<file path="config.mk">
export PLATFORM = sky130hd
export DESIGN_NAME = cf_div_step
export DESIGN_NICKNAME = d
export VERILOG_FILES = /design/src/sv/cf_div_step.sv
export SDC_FILE = /design/constraint.sdc
export NUM_CORES = 1
export LEC_CHECK = 0
export ABC_AREA = 0
export BUFFER_PORTS_ARGS = -buffer_cell sky130_fd_sc_hd__buf_2
export CAP_MARGIN = 10
export CORE_AREA = 4 4 123 125
export DETAILED_ROUTE_END_ITERATION = 8
export DIE_AREA = 0 0 127 129
export PLACE_DENSITY = 0.8
export SLEW_MARGIN = 20
export SYNTH_ARGS = -nofsm -noshare
export SYNTH_HDL_FRONTEND = slang
export SYNTH_SLANG_ARGS = --single-unit
export TNS_END_PERCENT = 100
</file>
<file path="constraint.sdc">
create_clock -name vclk -period 4
set_clock_uncertainty 0.1 [all_clocks]
set_input_delay 0.2 -clock vclk [all_inputs]
set_output_delay 0.2 -clock vclk [all_outputs]
set_load 0.02 [all_outputs]
</file>
<file path="src/sv/cf_div_step.sv">
`timescale 1ns / 1ps
module cf_div_step #(
  parameter int W = 64
) (
  input  logic [W-1:0] rem_in,
  input  logic [W-1:0] dq_in,
  input  logic [W-1:0] dvs,
  output logic [W-1:0] rem_out,
  output logic [W-1:0] dq_out
);
  logic [W:0] trial, diff;
  logic       ge;

  // One restoring step: bring in the next dividend bit, subtract if it fits.
  assign trial   = {rem_in, dq_in[W-1]};
  assign diff    = trial - {1'b0, dvs};
  assign ge      = (trial >= {1'b0, dvs});
  assign rem_out = ge ? diff[W-1:0] : trial[W-1:0];
  assign dq_out  = {dq_in[W-2:0], ge};

endmodule

</file>
After elaboration in Yosys (flattened, before gate mapping)
Index checks and enable logic that the tools add are counted.
{"block": "word_totals", "ff_bits": 0, "input_bits": 192, "elab_cells": 3}
{"block": "op_classes", "n_addsub": 1, "order_cmp": 1, "muxes": 1}
{"operator": "greater-or-equal comparator 65 x 64 -> 1 bit", "n": 1}
{"operator": "2-to-1 mux 64 bit", "n": 1}
{"operator": "subtractor 64 bit", "n": 1}

Logic depth before layout (Yosys ltp)
Gate-level depths: netlist of run 1.
{"block": "depth", "depth_word": 2, "ltp_mapped": 15, "depth_no_buf": 13}

Worst setup path after synthesis of run 1
No wires, ideal clock.
{"block": "synth_timing", "path_kind": "input to output", "start": "input port dvs[34]", "end": "output port rem_out[0]", "t_arrival_ps": 3110, "required_time_ps": 3700, "slack_ps": 590, "stages": 13, "path_buffers": 1, "cell_sequence": "inv_1 -> ha_1 -> a21oi_2 -> o21bai_1 -> a21oi_1 -> o21ai_0 -> a221o_1 -> a41oi_2 -> o32ai_1 -> o311a_4 -> a31oi_4 -> buf_6 -> mux2i_1"}
{"block": "synth_via", "elab_chain_len": 2}
{"element": "from (decl)", "line_no": "7", "rtl": "input logic [W-1:0] dvs,"}
{"element": "greater-or-equal comparator 65 x 64 -> 1 bit", "line_no": "17", "rtl": "assign ge = (trial >= {1'b0, dvs});"}
{"element": "2-to-1 mux 64 bit", "line_no": "18", "rtl": "assign rem_out = ge ? diff[W-1:0] : trial[W-1:0];"}
{"element": "to (decl)", "line_no": "8", "rtl": "output logic [W-1:0] rem_out,"}
No other way between the ends.

Worst setup path after layout of run 1
{"block": "layout_timing", "start": "input port dvs[1]", "end": "output port rem_out[8]"}
{"block": "layout_via", "elab_chain_len": 2, "elab_cells_between_ends": 3, "cone_classes": "add/sub (1); order compare (1); mux (1)"}
{"element": "subtractor 64 bit or greater-or-equal comparator 65 x 64 -> 1 bit (tied branches)", "line_no": "16, 17"}
{"element": "2-to-1 mux 64 bit (*)", "line_no": "18"}
Every way passes the cells marked *; elsewhere a longest branch is shown, timed or not.

==> results of run 1 <==
==> routing by layer <==
layer / vias up / GRT usage, %
met1: 2686 / 25.1
met4: 0 / 4.54
met3: 43 / 1.87
met5: - / 0
met2: 225 / 31.8
li1: 3019 / -
==> worst max-delay path, cell delays in order <==
cell and delay [ns]:
buf_2 0.10, inv_1 0.04, ha_1 0.27, nor2b_1 0.15
o2111ai_1 0.27, a21oi_1 0.17, o21ai_2 0.17, a21oi_1 0.20
a41oi_4 0.32, o32ai_2 0.15, o311a_4 0.35, a31oi_4 0.30
buf_12 0.23, mux2_1 0.35, buf_2 0.17
==> worst min-delay path by stage <==
stage / startpoint / endpoint / slack [ns] / cells after the start
finish: dq_in[19] / dq_out[20] / 0.30 / 0
global route: dq_in[16] / dq_out[17] / 0.30 / 0
CTS: dq_in[13] / dq_out[14] / 0.30 / 0
detailed placement: dq_in[13] / dq_out[14] / 0.30 / 0
global placement: dq_in[13] / dq_out[14] / 0.30 / 0
floorplan: dq_in[9] / dq_out[10] / 0.41 / 1
==> metrics by stage <==
step / hold WS [ns] / cells / setup WS [ns]
2_1_floorplan: 0.413 / 785 / 0.590
3_3_place_gp: 0.300 / 1104 / 0.0970
3_5_place_dp: 0.300 / 1104 / 0.0572
4_1_cts: 0.300 / 1104 / 0.0498
5_1_grt: 0.300 / 1110 / 0.0338
6_report: 0.300 / 1110 / 0.241
==> cell families (layout without fill, tap and decap cells) <==
group / after synthesis / after routing / synth area share [%]
compound gates: 234 / 234 / 28.0
simple gates: 182 / 182 / 16.2
buf+inv: 182 / 325 / 18.0
fa+ha+maj: 65 / 65 / 15.2
mux: 63 / 63 / 13.1
xor+xnor: 59 / 59 / 9.57
other cells: 0 / 2 / 0
==> cell usage after synthesis, types with 9 or more instances <==
cell type / n
a21o_1: 33
nand2_1: 69
mux2_1: 55
buf_4: 64
xnor2_1: 35
nand3_1: 14
a31oi_1: 13
o21bai_1: 10
and3_1: 11
clkbuf_1: 25
o21ai_0: 45
nor3_1: 9
nand4_1: 18
a21oi_1: 77
xor2_1: 24
inv_1: 85
ha_1: 64
nor2_1: 29
==> repair_timing <==
item,in CTS,in global routing
buffers inserted,0,2
endpoints found under the setup margin,0,61
gates resized for setup,0,9
==> power by group <==
group	leakage [nW]	total [mW]	internal (mW)	switching, mW
logic	3.31	1.31	0.555	0.750
clock network	0.0000127	0.0000000670	0.0000000670	0
registers	0	0	0	0
total	3.31	1.31	0.555	0.750
==> area by class of cell <==
| cell class | count | share of cell area [%] |
|---|---|---|
| multi-input cells | 603 | 70.1 |
| diodes | 2 | 0.0786 |
| repair buffers | 240 | 21.3 |
| well taps | 180 | 3.54 |
| inverters | 85 | 5.01 |
==> impl_metrics.env, run 1 <==
export IMPL_status="finished clean"
export IMPL_portBuffers=194
export IMPL_worst_pin_slew_ns=0.542
export IMPL_setup_tns_ns=0
export IMPL_rsz0062_at_grt="no"
export IMPL_post_route_period_util_pct=94.0
export IMPL_grt_pass1_vias=5648
export IMPL_coreArea_mm2=0.0139
export IMPL_synthCells=785
export IMPL_die_w_um=127
export IMPL_hold_viol=0
export IMPL_power_density_mw_per_mm2=205
export IMPL_globalRouteTotalUtil_pct=18.6
export IMPL_dpl_hpwl_mm=14.6
export IMPL_n_fill_cell=1476
export IMPL_syn_to_final_growth_pct=17.9
export IMPL_ys_types=62
export IMPL_vias=5973
export IMPL_final_util_pct=45.9
export IMPL_grt_max_degree=48
export IMPL_antenna_found_initial=2
export IMPL_synthTopCellsByArea="ha_1 15%, mux2_1 11%, buf_4 8.9%"
export IMPL_die_h_um=129
export IMPL_drc=0
export IMPL_pin_count=320
export IMPL_fmax_mhz=266
export IMPL_syn_nets=1042
export IMPL_synth_warnings=0
export IMPL_highest_layer="met4"
export IMPL_layout_commonest_cell="buf_2"
export IMPL_final_cell_mix="194 x buf_2, 85 x inv_1, 76 x a21oi_1"
export IMPL_worstSetupPathType="in2out"
export IMPL_yosysTopAreaCell="ha_1"
export IMPL_drtPass1Iterations=5
export IMPL_relSlewSlack_pct=63.6
export IMPL_wl_met3_mm=1.15
export IMPL_grt_pass1_wl_mm=26.2
export IMPL_rows=43
export IMPL_crit_end="rem_out[8]"
export IMPL_hold_path_class="in2out"
export IMPL_clkbuf_count=0
export IMPL_wl_per_cell_um=15.2
export IMPL_antenna_left=0
export IMPL_drt_iter0_drc=351
export IMPL_drv_cap=0
export IMPL_place_area_mm2=0.00627
export IMPL_synth_area_mm2=0.00540
export IMPL_fin_area_mm2=0.00637
export IMPL_initial_core_util_pct=38.9
export IMPL_finalCriticalPeriod_ns=3.76
export IMPL_num_nets_final=1187
export IMPL_ir_drop_mv=0.0983
export IMPL_route_met2_wl_mm=7.81
export IMPL_cp_start_kind="input port"
export IMPL_synth_area_per_cell_um2=6.88
export IMPL_wl_mm=16.8
export IMPL_worst_setup_path_end_kind="output pin"
export IMPL_drt_met1_wl_mm=7.46
export IMPL_design_seq_count=0
export IMPL_total_power_mw=1.31
export IMPL_multiInputGateArea_mm2=0.00446
export IMPL_cp_startpoint="dvs[1]"
export IMPL_yosysSeqAreaShare_pct=0
export IMPL_cp_max_fo=24
export IMPL_gp_congestion=0.922
export IMPL_crit_arrival_ns=3.46
export IMPL_grt_overflow=0
export IMPL_layout_drive_gt1_share_pct=28.4
export IMPL_synthDominantCellAreaShare_pct=14.8
export IMPL_finalSetupViolCount=0
export IMPL_regArea_um2=0
export IMPL_via_per_inst=5.38
export IMPL_ctsHoldBuffers=0
export IMPL_p_leak_nw=3.31
export IMPL_dieArea_mm2=0.0164
export IMPL_required_ns=3.70
export IMPL_drv_slew=0
Power figures use the tool's default switching activity.
==> run 2: changes to the inputs <==
REMOVE_ABC_BUFFERS = 1   (was unset)
TNS_END_PERCENT = 1   (was 100)
==> run 2 against run 1 <==
  * Critical endpoint is now rem_out[18]
  * Hold slack about the same
  * Core utilization decreased by 1.3 points
  * Worst setup slack got worse by 0.091 ns
  * Final cell count decreased by 2.4%
  * Critical path depth decreased by 1
  * Non-clock buffer count decreased by 27
  * Global-route usage increased by 6.1 points
  * Largest cell class unchanged
  * Sequential cell count unchanged
  * Largest power group unchanged
  * Critical path type unchanged
  * Via count increased by 3.8%
  * Sequential share of layout area unchanged
==> impl_metrics.env, run 2 (synthesized netlist as in run 1, its figures left out) <==
export IMPL_post_route_period_util_pct=96.2
export IMPL_setup_tns_ns=0
export IMPL_hold_path_class="in2out"
export IMPL_highest_layer="met5"
export IMPL_p_leak_nw=3.19
export IMPL_drt_iter0_drc=391
export IMPL_hold_viol=0
export IMPL_status="finished clean"
export IMPL_initial_core_util_pct=38.9
export IMPL_cp_max_fo=22
export IMPL_drv_cap=0
export IMPL_antenna_left=0
export IMPL_wl_mm=22.0
export IMPL_ir_drop_mv=0.112
export IMPL_gp_congestion=0.919
export IMPL_dp_slack_ns=0.0147
export IMPL_drv_slew=0
export IMPL_place_area_mm2=0.00609
export IMPL_required_ns=3.70
export IMPL_ctsHoldBuffers=0
export IMPL_worstSetupPathType="in2out"
export IMPL_total_power_mw=1.30
export IMPL_layout_commonest_cell="buf_2"
export IMPL_pin_count=320
export IMPL_antenna_found_initial=2
export IMPL_layout_drive_gt1_share_pct=26.5
export IMPL_placedCellCount=1078
export IMPL_finalSetupViolCount=0
export IMPL_grt_max_degree=43
export IMPL_dieArea_mm2=0.0164
export IMPL_drc=0
export IMPL_die_w_um=127
export IMPL_wl_per_cell_um=20.3
export IMPL_cp_start_kind="input port"
export IMPL_syn_to_final_growth_pct=14.5
export IMPL_route_met2_wl_mm=8.43
export IMPL_clkbuf_count=0
export IMPL_worst_pin_slew_ns=0.529
export IMPL_fin_area_mm2=0.00618
export IMPL_regArea_um2=0
export IMPL_crit_arrival_ns=3.55
export IMPL_worst_setup_path_end_kind="output pin"
export IMPL_rows=43
export IMPL_grt_pass1_wl_mm=32.6
export IMPL_final_util_pct=44.5
export IMPL_num_nets_final=1160
export IMPL_drt_met1_wl_mm=10.0
export IMPL_coreArea_mm2=0.0139
export IMPL_power_density_mw_per_mm2=210
export IMPL_drtPass1Iterations=5
export IMPL_finalCriticalPeriod_ns=3.85
export IMPL_final_cell_mix="194 x buf_2, 85 x inv_1, 74 x a21oi_1"
export IMPL_globalRouteTotalUtil_pct=24.7
export IMPL_portBuffers=194
export IMPL_fin_cells=1083
export IMPL_whs_ns=0.300
export IMPL_grt_overflow=0
export IMPL_setup_ws_ns=0.150
export IMPL_design_seq_count=0
export IMPL_vias=6199
export IMPL_wl_met3_mm=3.09
export IMPL_grt_pass1_vias=5890
export IMPL_fmax_mhz=260
export IMPL_dpl_hpwl_mm=18.5
export IMPL_die_h_um=129
export IMPL_n_fill_cell=1480
export IMPL_via_per_inst=5.72
export IMPL_relSlewSlack_pct=64.4
==> run 2: final cells by class <==
| type | instances | area, um^2 | area share [%] |
|---|---|---|---|
| Inverter | 85 | 319 | 5.16 |
| Tap cell | 180 | 225 | 3.64 |
| Antenna cell | 2 | 5.00 | 0.0810 |
| Multi-Input combinational cell | 603 | 4470 | 72.4 |
| Timing Repair Buffer | 213 | 1160 | 18.8 |
==> run 2: final timing paths <==
check,cells past startpoint,end,start
max,14,rem_out[18],rem_in[21]
min,0,dq_out[10],dq_in[9]
==> run 2: critical path, stage by stage <==
cell,delay [ns]
buf_2,0.12
ha_1,0.40
a21oi_1,0.23
o21ai_0,0.14
nand2_1,0.08
o2111ai_1,0.10
a221o_1,0.38
a41oi_4,0.28
o32ai_2,0.17
o311a_4,0.36
a31oi_4,0.31
buf_12,0.22
mux2_1,0.36
buf_2,0.17
==> run 2: layer usage <==
| metal | vias to the layer above | track usage, % |
|---|---|---|
| met1 | 2756 | 35.2 |
| met3 | 33 | 11.0 |
| met4 | 6 | 2.40 |
| met2 | 447 | 34.4 |
| met5 | - | 10.0 |
| li1 | 2957 | - |
==> run 2: timing repair <==
item / in CTS / in global routing
setup endpoints to repair: 1 / 63
pin swaps: 1 / 2
resized for setup: 0 / 7
buffers inserted: 0 / 1
gates cloned: 0 / 2
==> run 2: power by group <==
part | internal (mW) | switching (mW)
Clock | 0.0000000669 | 0
Combinational | 0.530 | 0.765
Sequential | 0 | 0
==> run 3: changes to the inputs <==
CORE_AREA = 4 4 122 124   (was 4 4 123 125)
DIE_AREA = 0 0 126 128   (was 0 0 127 129)
PLACE_DENSITY = 0.81   (was 0.8)
clock period = 4.5 ns   (was 4 ns; I/O delays follow)
==> run 3 against run 2 <==
  * Design area shrank 2.9%
  * Combinational power decreased by 14%
  * Die area shrank 1.6%
  * Sequential cell count is the same
  * Global-route usage up 0.45 points
  * Final cell count is 1.3% lower
  * Core utilization fell by 0.93 points
  * Critical path depth unchanged
  * First-iteration DRC count up 30%
  * Sequential share of layout area did not move
  * Total power is 13% lower
  * Non-clock buffer count down 13
  * Largest power group unchanged
==> impl_metrics.env, run 3 (synthesized netlist as in run 1, its figures left out) <==
export IMPL_layout_drive_gt1_share_pct=24.8
export IMPL_cts_setup_buffers=0
export IMPL_cp_startpoint="rem_in[3]"
export IMPL_drc=0
export IMPL_drv_slew=0
export IMPL_finalSetupViolCount=0
export IMPL_dp_slack_ns=0.431
export IMPL_worst_setup_path_end_kind="output pin"
export IMPL_antenna_left=0
export IMPL_required_ns=4.18
export IMPL_layout_commonest_cell="buf_2"
export IMPL_setup_tns_ns=0
export IMPL_final_cell_mix="194 x buf_2, 85 x inv_1, 77 x a21oi_1"
export IMPL_cp_start_kind="input port"
export IMPL_grt_pass1_vias=5657
export IMPL_pin_count=320
export IMPL_gp_congestion=0.934
export IMPL_p_leak_nw=3.11
export IMPL_place_area_mm2=0.00600
export IMPL_worst_pin_slew_ns=0.564
export IMPL_busiest_layer="met1"
export IMPL_coreArea_mm2=0.0138
export IMPL_setup_ws_ns=0.378
export IMPL_cts_resized=0
export IMPL_grt_use_met3_pct=11.1
export IMPL_power_density_mw_per_mm2=187
export IMPL_finalCriticalPeriod_ns=4.12
export IMPL_regArea_um2=0
export IMPL_via_per_inst=5.69
export IMPL_dieArea_mm2=0.0161
export IMPL_fmax_mhz=243
export IMPL_post_route_period_util_pct=91.6
export IMPL_ctsHoldBuffers=0
export IMPL_use_met2_pct=35.4
export IMPL_hp_start="dq_in[9]"
export IMPL_grt_util_met1_pct=36.4
export IMPL_clkbuf_count=0
export IMPL_multiInputGateArea_mm2=0.00443
export IMPL_n_fill_cell=1468
export IMPL_grt_pass1_wl_mm=32.8
export IMPL_grt_overflow=0
export IMPL_dpl_hpwl_mm=18.6
export IMPL_num_nets_final=1147
export IMPL_rsz0062_at_grt="no"
export IMPL_design_seq_count=0
export IMPL_final_util_pct=43.6
export IMPL_die_w_um=126
export IMPL_crit_arrival_ns=3.80
export IMPL_portBuffers=194
export IMPL_cp_max_fo=25
export IMPL_wl_per_cell_um=20.4
export IMPL_wl_mm=21.8
export IMPL_globalRouteTotalUtil_pct=25.1
export IMPL_die_h_um=128
export IMPL_fin_area_mm2=0.00601
export IMPL_initial_core_util_pct=39.2
export IMPL_hold_path_class="in2out"
export IMPL_crit_slowest_cell="mux2_1"
export IMPL_fin_cells=1069
export IMPL_hold_viol=0
export IMPL_ir_drop_mv=0.101
export IMPL_critPathMaxStageDelay_ns=0.39
export IMPL_drv_cap=0
export IMPL_grt_max_degree=40
export IMPL_drtPass1Iterations=7
export IMPL_rows=43
export IMPL_antenna_found_initial=1
export IMPL_worstSetupPathType="in2out"
export IMPL_drt_iter0_drc=508
export IMPL_relSlewSlack_pct=62.1
export IMPL_status="finished clean"
export IMPL_cp_cell_sequence="buf_2 > ha_1 > a21o_1 > a31oi_1 > a21oi_1 > o21ai_1 > a21oi_1 > a41oi_2 > o32ai_1 > o311a_4 > a31oi_4 > buf_4 > mux2_1 > buf_2"
export IMPL_syn_to_final_growth_pct=11.2
export IMPL_vias=6081
export IMPL_placedCellCount=1068
## run 3: stage by stage
stage / power [mW] / hold slack (ns)
3_3_place_gp: 1.10 / 0.350
3_5_place_dp: 1.11 / 0.350
5_1_grt: 1.22 / 0.350
6_report: 1.12 / 0.350
4_1_cts: 1.11 / 0.350
2_1_floorplan: 0.770 / 0.350
## run 3: routing by layer
layer	vias to the layer above	wire length, um	part of all wire [%]
met5	-	175	0.80
met4	6	55	0.25
met3	8	2890	13
met2	381	8480	39
met1	2756	10300	47
li1	2930	-	-
## run 3: final cells by class
type	count	share of cell area, %
multi-input combinational	603	73.8
timing repair buffer	200	17.1
inverter	85	5.31
tap	180	3.75
antenna	1	0.0417
## run 3: path summary, 6_finish.rpt
| path | to | depth (start not counted) |
|---|---|---|
| worst max-delay path | rem_out[22] | 14 |
| worst min-delay path | dq_out[10] | 0 |
## run 3: power breakdown
part,switching (mW),internal (mW)
combinational,0.669,0.452
clock,0,0.0000000298
sequential,0,0
total,0.669,0.452
## run 3: critical path: cells and delay by family
kind                     cells  cell delay (ns)
AO/OA/AOI/OAI                9             2.16
adder cells (fa/ha/maj)      1             0.38
buffers and inverters        3             0.63
multiplexers                 1             0.39
